## config.mk

```make
export PLATFORM = sky130hd
export DESIGN_NAME = buffer_pool_free_list_top
export DESIGN_NICKNAME = d
export VERILOG_FILES = /design/src/hdl/bpfl_pkg.sv /design/src/hdl/buffer_pool_free_list_top.sv
export SDC_FILE = /design/constraint.sdc
export NUM_CORES = 1
export LEC_CHECK = 0
export BUFFER_PORTS_ARGS = -buffer_cell sky130_fd_sc_hd__buf_4
export CAP_MARGIN = 20
export CORE_ASPECT_RATIO = 1.75
export CORE_MARGIN = 2
export CORE_UTILIZATION = 50
export DETAILED_ROUTE_END_ITERATION = 12
export PLACE_DENSITY = 0.79
export SKIP_CTS_REPAIR_TIMING = 1
export SYNTH_ARGS = -nofsm -noshare
export SYNTH_HDL_FRONTEND = slang
export SYNTH_SLANG_ARGS = --single-unit
```

## constraint.sdc

```tcl
create_clock -name clk -period 5.3 [get_ports clk]
set_clock_uncertainty 0.2 [all_clocks]
set_input_delay 0 -clock clk [delete_from_list [all_inputs] [get_ports clk]]
set_output_delay 0 -clock clk [all_outputs]
set_load 0.02 [all_outputs]
```

## src/hdl/bpfl_pkg.sv

```systemverilog
`default_nettype none
// ----------------------------------------------------------------------------
// bpfl_pkg
// Types and constants shared by the buffer pool free list block.
// ----------------------------------------------------------------------------
package bpfl_pkg;

	// Pool geometry.
	localparam int NUM_SLOTS = 32;
	localparam int IDX_W     = $clog2(NUM_SLOTS);
	localparam int CNT_W     = $clog2(NUM_SLOTS + 1);
	localparam int SLOT_W    = 5;
	localparam int CFG_W     = 6;
	localparam int CFG_IDX_W = 2;

	// Register reset values.
	localparam logic [CFG_W-1:0] HEADROOM_RST = CFG_W'(2);
	localparam logic [CFG_W-1:0] RESUME_RST   = CFG_W'(16);

	typedef enum logic {
		CMD_RESERVE = 1'b0,
		CMD_FREE    = 1'b1
	} cmd_t;

	typedef enum logic {
		CLS_REQUEST    = 1'b0,
		CLS_INDICATION = 1'b1
	} item_class_t;

	typedef enum logic [1:0] {
		ST_DONE    = 2'd0,
		ST_REFUSED = 2'd1,
		ST_FULL    = 2'd2
	} status_t;

	typedef enum logic [CFG_IDX_W-1:0] {
		REG_HEADROOM = 2'd0,
		REG_RESUME   = 2'd1
	} reg_idx_t;

	typedef struct packed {
		cmd_t              cmd;
		item_class_t       item_class;
		logic [SLOT_W-1:0] slot_in;
	} req_t;

	typedef struct packed {
		status_t           status;
		logic [SLOT_W-1:0] slot_out;
		logic              allow_reception;
		logic [CNT_W-1:0]  free_count;
	} rsp_t;

endpackage
`default_nettype wire

```

## src/hdl/buffer_pool_free_list_top.sv

```systemverilog
`default_nettype none
// ----------------------------------------------------------------------------
// buffer_pool_free_list_top
// LIFO free list of buffer slot indices with headroom for indication reserves.
// ----------------------------------------------------------------------------
//
//   Channel   Handshake                 Payload
//   --------  ------------------------  -----------------------------------
//   command   start / busy              req  (cmd, item_class, slot_in)
//   result    done (one-cycle strobe)   rsp  (status, slot_out,
//                                             allow_reception, free_count)
//   config    cfg_valid / cfg_ready     cfg_index, cfg_data
//
// An item is handled in order: accepting it registers the item and issues the
// read of the stack top from the slot memory; then, once the registered read
// data is back, the count is updated, a returned slot is written and the
// result is registered. The result strobe is high in the cycle after that, and
// a new item can be accepted in that same cycle; no new item is taken while one
// is in flight, since the slot memory read is registered.
// Reset clears the count to a full pool and marks every memory entry as never
// written; such an entry reads as its own index, so no clearing pass is run.
// The receiver cannot stall; cfg_ready is always high.
// ----------------------------------------------------------------------------
module buffer_pool_free_list_top (
	input  wire                                 clk,
	input  wire                                 arst_n,
	input  wire                                 start,
	output logic                                busy,
	input  wire  bpfl_pkg::req_t                req,
	output logic                                done,
	output bpfl_pkg::rsp_t                      rsp,
	input  wire                                 cfg_valid,
	output logic                                cfg_ready,
	input  wire  [bpfl_pkg::CFG_IDX_W-1:0]      cfg_index,
	input  wire  [bpfl_pkg::CFG_W-1:0]          cfg_data
);

	// Configuration registers.
	logic [bpfl_pkg::CFG_W-1:0] headroom_q;
	logic [bpfl_pkg::CFG_W-1:0] resume_q;

	// Pool state: free count, slot memory and one written flag per entry.
	logic [bpfl_pkg::CNT_W-1:0]  total_q;
	logic [bpfl_pkg::SLOT_W-1:0] stack_mem [bpfl_pkg::NUM_SLOTS];
	logic [bpfl_pkg::NUM_SLOTS-1:0] written_q;

	// Stage 1: the item in flight and the stack top read for it.
	logic                        valid_s1;
	bpfl_pkg::req_t              req_s1;
	logic [bpfl_pkg::IDX_W-1:0]  addr_s1;
	logic [bpfl_pkg::SLOT_W-1:0] rd_data_s1;
	logic                        rd_written_s1;

	// Result register.
	logic           done_q;
	bpfl_pkg::rsp_t rsp_q;

	logic                        accept;
	logic [bpfl_pkg::IDX_W-1:0]  rd_addr;
	logic [bpfl_pkg::IDX_W-1:0]  wr_addr;
	logic                        pop_ok;
	logic                        push_ok;
	logic [bpfl_pkg::CNT_W-1:0]  total_next;
	logic [bpfl_pkg::SLOT_W-1:0] top_slot;
	logic                        pool_full;
	bpfl_pkg::rsp_t              rsp_next;

	assign accept    = start && !busy;
	assign busy      = valid_s1;
	assign cfg_ready = 1'b1;
	assign done      = done_q;
	assign rsp       = rsp_q;

	// The top of the stack sits one below the count.
	assign rd_addr   = bpfl_pkg::IDX_W'(total_q - bpfl_pkg::CNT_W'(1));
	assign wr_addr   = total_q[bpfl_pkg::IDX_W-1:0];
	assign pool_full = (total_q >= bpfl_pkg::CNT_W'(bpfl_pkg::NUM_SLOTS));

	// An entry that was never written still holds its reset content, its index.
	assign top_slot = rd_written_s1 ? rd_data_s1 : bpfl_pkg::SLOT_W'(addr_s1);

	always_comb begin
		pop_ok     = 1'b0;
		push_ok    = 1'b0;
		total_next = total_q;
		rsp_next   = '{status: bpfl_pkg::ST_DONE, slot_out: '0,
			allow_reception: 1'b0, free_count: total_q};
		case (req_s1.cmd)
			bpfl_pkg::CMD_RESERVE: begin
				// An indication reserve must leave the headroom behind it.
				if (total_q == '0) begin
					pop_ok = 1'b0;
				end else if (req_s1.item_class == bpfl_pkg::CLS_REQUEST) begin
					pop_ok = 1'b1;
				end else begin
					pop_ok = (total_q > headroom_q);
				end
				if (pop_ok) begin
					total_next        = total_q - bpfl_pkg::CNT_W'(1);
					rsp_next.slot_out = top_slot;
				end else begin
					rsp_next.status = bpfl_pkg::ST_REFUSED;
				end
			end
			default: begin
				if (pool_full) begin
					rsp_next.status = bpfl_pkg::ST_FULL;
				end else begin
					push_ok                  = 1'b1;
					total_next               = total_q + bpfl_pkg::CNT_W'(1);
					rsp_next.allow_reception = (total_next >= resume_q);
				end
			end
		endcase
		rsp_next.free_count = total_next;
	end

	// Control state.
	always_ff @(posedge clk or negedge arst_n) begin
		if (!arst_n) begin
			headroom_q <= bpfl_pkg::HEADROOM_RST;
			resume_q   <= bpfl_pkg::RESUME_RST;
			total_q    <= bpfl_pkg::CNT_W'(bpfl_pkg::NUM_SLOTS);
			written_q  <= '0;
			valid_s1   <= 1'b0;
			done_q     <= 1'b0;
		end else begin
			if (cfg_valid && cfg_ready) begin
				unique case (cfg_index)
					bpfl_pkg::REG_HEADROOM: headroom_q <= cfg_data;
					bpfl_pkg::REG_RESUME:   resume_q   <= cfg_data;
					default: ;
				endcase
			end
			valid_s1 <= accept;
			done_q   <= valid_s1;
			if (valid_s1) begin
				total_q <= total_next;
				if (push_ok) begin
					written_q[wr_addr] <= 1'b1;
				end
			end
		end
	end

	// Payload of the item in flight and of the result.
	always_ff @(posedge clk) begin
		if (accept) begin
			req_s1        <= req;
			addr_s1       <= rd_addr;
			rd_written_s1 <= written_q[rd_addr];
		end
		if (valid_s1) begin
			rsp_q <= rsp_next;
		end
	end

	// Slot memory: one synchronous read port, one write port.
	always_ff @(posedge clk) begin
		if (accept) begin
			rd_data_s1 <= stack_mem[rd_addr];
		end
		if (valid_s1 && push_ok) begin
			stack_mem[wr_addr] <= req_s1.slot_in;
		end
	end

	// Only one item is ever in flight.
	a_single_flight: assert property (@(posedge clk) disable iff (!arst_n)
		busy |=> !busy)
		else $error("second item entered while one was in flight");

	// A result strobe follows in the cycle after its item was in flight.
	a_done_follows: assert property (@(posedge clk) disable iff (!arst_n)
		done |-> $past(busy))
		else $error("result strobe without an item in flight");

	// The count never exceeds the pool.
	a_count_range: assert property (@(posedge clk) disable iff (!arst_n)
		total_q <= bpfl_pkg::CNT_W'(bpfl_pkg::NUM_SLOTS))
		else $error("free count beyond pool size");

	// A refused or rejected item reports no slot and the count unchanged.
	a_refused_clean: assert property (@(posedge clk) disable iff (!arst_n)
		(valid_s1 && rsp_next.status != bpfl_pkg::ST_DONE)
		|=> (rsp.slot_out == '0) && !rsp.allow_reception
			&& (total_q == $past(total_q)))
		else $error("refused item changed state or reported a slot");

	// Reception is only re-enabled by a completed free.
	a_allow_on_free: assert property (@(posedge clk) disable iff (!arst_n)
		(done && rsp.allow_reception) |-> (rsp.status == bpfl_pkg::ST_DONE))
		else $error("allow_reception raised on a failed item");

endmodule
`default_nettype wire
```

==> impl_metrics.tcl <==
set metrics [dict create \
    clk_pin_slew_ps 70 \
    tightest_slew_ps 1090 \
    die_x_um 112 \
    synth_cell_types 56 \
    synth_seq_area_share 0.695 \
    worstSetupPathType "reg -> reg" \
    synthTopCellsByCount "192 x edfxtp_1, 67 x nand2_1, 49 x dfrtp_1" \
    wl_per_cell_um 23.3 \
    fillers 1407 \
    syn_inst 646 \
    ys_seq_elements 244 \
    cp-startpoint "total_q[0]" \
    drive_above_1_share 0.200 \
    rows 69 \
    synth_ff_type "edfxtp_1" \
    grt_max_degree 53 \
    fp.dieH_um 193 \
    setup_viol 0 \
    cts_max_path_buffers 3 \
    finalMaxSlewViolations 0 \
    synth-edff-count 192 \
    num_antenna_cells 0 \
    cp-start-kind "flip-flop" \
    syn_nets 681 \
    synth_largest_area_cell "edfxtp_1" \
    end_kind "flip-flop" \
    hold_path_class "in -> reg" \
    post_drt_via_cell_ratio 5.94 \
    stdcell_count 974 \
    max-vdd-ir-drop_mv 0.466 \
    core_mm2 0.0201 \
    outcome "completed" \
    fin_crit_ps 3520 \
    grt_overflow 0 \
    async_flop_share 0.213 \
    cap_violations 0 \
    htree_levels 1 \
    leakagePower_nw 4.27 \
    power.density_mw_per_mm2 532 \
    ff_latch_area_mm2 0.00707 \
    hold_depth 2 \
    final_antenna_net_count 0 \
    min_from "req[5]" \
    timing.rr.start "total_q[0]" \
    avgSynthCellArea_um2 15.7 \
    hold_violations 0 \
    setup_tns_ps 0 \
    r2r_cells 7 \
    cts_tree "done" \
    drtPass1Iterations 5 \
    fin_area_mm2 0.0117 \
    cts_root_buf "clkbuf_16" \
    route.vias.total 5788 \
    synth_warnings 0 \
    grt.total_usage 0.205 \
    clock_latency_ps 500 \
    area_delta_synth_final_pct 15.4 \
    final_nets 747 \
    syn_area_mm2 0.0102 \
    drt-initial-drc-count 587 \
    period_share 0.664 \
    yosys-top-cells-area "edfxtp_1 57%, dfrtp_1 12%, mux4_2 11%" \
    antenna_found_initial 0 \
    netlist.area_leader.share 0.567 \
    placed_cell_area_mm2 0.0107 \
    gp_congestion 0.897 \
    place_inst 904 \
    grt_pass1_vias 6016 \
    start_util 0.506 \
    grt_pass1_wl_um 33800 \
    slew_headroom 0.270 \
    cp_max_fo 25 \
    dp_hpwl_um 14800 \
    arrival_ps 3560 \
    max_clock_freq_ghz 0.284 \
    synth.most_common_cell "edfxtp_1" \
    port-buffer-count 34 \
    grt_setup_unrepaired "no" \
    die-area_mm2 0.0215 \
    post-route-drc-count 0 \
    cts.sinks 244 \
    multi_input_area_mm2 0.00289 \
    critPathRequiredTime_ps 5340 \
    io_pins 36 \
    drt-total-wl_um 22700 \
    cts_buffers 21 \
]
[cells in the final DEF (no fill, tap or decap), types with 3 or more instances in the layout]
cell type      synthesis  final
inv_2                  4      4
nand4_1                3      3
nand3b_1               5      5
clkinv_1               1      3
nand3_1               11     11
ha_1                  16     15
nand2_1               67     67
buf_16                 0      5
or2_1                 32     32
o21ai_1                4      4
dfrtp_1               49     48
clkinv_4               0      3
and2_1                 3      3
nor2_1                46     46
buf_4                  2     38
xnor2_1                7      7
mux2_2                 7      7
mux4_2                48     48
a21oi_1               31     31
inv_1                 15     15
edfxtp_1             192    192
or4_1                  6      6
a211oi_1               6      6
mux2i_1                5      5
dfstp_2                3      3
nor3_1                 6      6
dlygate4sd3_1          0     28
o21ai_0               10     10
nor2b_1                6      5
clkbuf_16              0     21
a22oi_1                3      3
clkinv_2               0      5
[logic make-up (layout without fill, tap and decap cells)]
group           after synthesis  after routing  synth area share
flops                       244            244             0.695
simple gates                196            196            0.0929
compound gates               70             70            0.0422
mux                          61             61             0.120
buf+inv                      49            129            0.0214
fa+ha+maj                    16             16            0.0197
xor+xnor                      9              9           0.00849
other cells                   1              1          0.000369
[metal layers]
metal	track usage	up-vias	wire length, um
li1	-	2575	-
met1	0.228	2890	7800
met2	0.382	249	12300
met3	0.0236	74	1290
met4	0.111	0	1260
met5	0	-	0
[worst max-delay path: stages, from the launching register on]
cell and delay, ps:
dfrtp_4 710, inv_2 160, ha_2 760, buf_4 370, mux4_2 350, nand2_1 90, a21oi_1 70, or4_1 530
[path summary, 6_finish.rpt]
| kind | to | slack [ps] |
|---|---|---|
| hold reg to reg | written_q[3] | 260 |
| setup / recovery | rd_written_s1 | 1780 |
| min in group asynchronous | written_q[15] | 300 |
| hold / removal | req_s1[5] | 20 |
| setup reg to reg | rd_written_s1 | 1780 |
| max in group asynchronous | total_q[0] | 4070 |
[metrics by stage]
stage	power, mW	setup slack [ps]	util	hold slack [ps]
2_1_floorplan	4.08	2110	-	-496
3_3_place_gp	4.63	1330	0.529	-104
3_5_place_dp	4.71	1740	0.529	-82.2
4_1_cts	6.22	1730	0.563	-608
5_1_grt	6.53	1600	0.584	19.9
6_report	6.24	1780	0.584	16.3
[layout make-up]
type	instances	share of cell area
clock buffers	24	0.0466
well taps	248	0.0264
repair buffers	72	0.0612
flip-flops and latches	244	0.603
multi-input cells	353	0.246
inverters	20	0.00639
clock inverters	13	0.0108
[registers in the layout (all words and copies together) (netlist names)]
name           count
headroom_q         6
rd_data_s1         5
rd_written_s1      1
done               1
written_q         32
addr_s1            5
resume_q           6
req_s1             7
busy               1
stack_mem        160
total_q            6
rsp               14
[power breakdown]
group | leakage [nW] | switching [mW] | internal (mW) | total (mW)
combinational | 1.52 | 1.20 | 0.938 | 2.14
clock | 0.332 | 0.666 | 0.844 | 1.51
sequential | 2.41 | 0.245 | 2.35 | 2.59
Power figures use the tool's default switching activity.
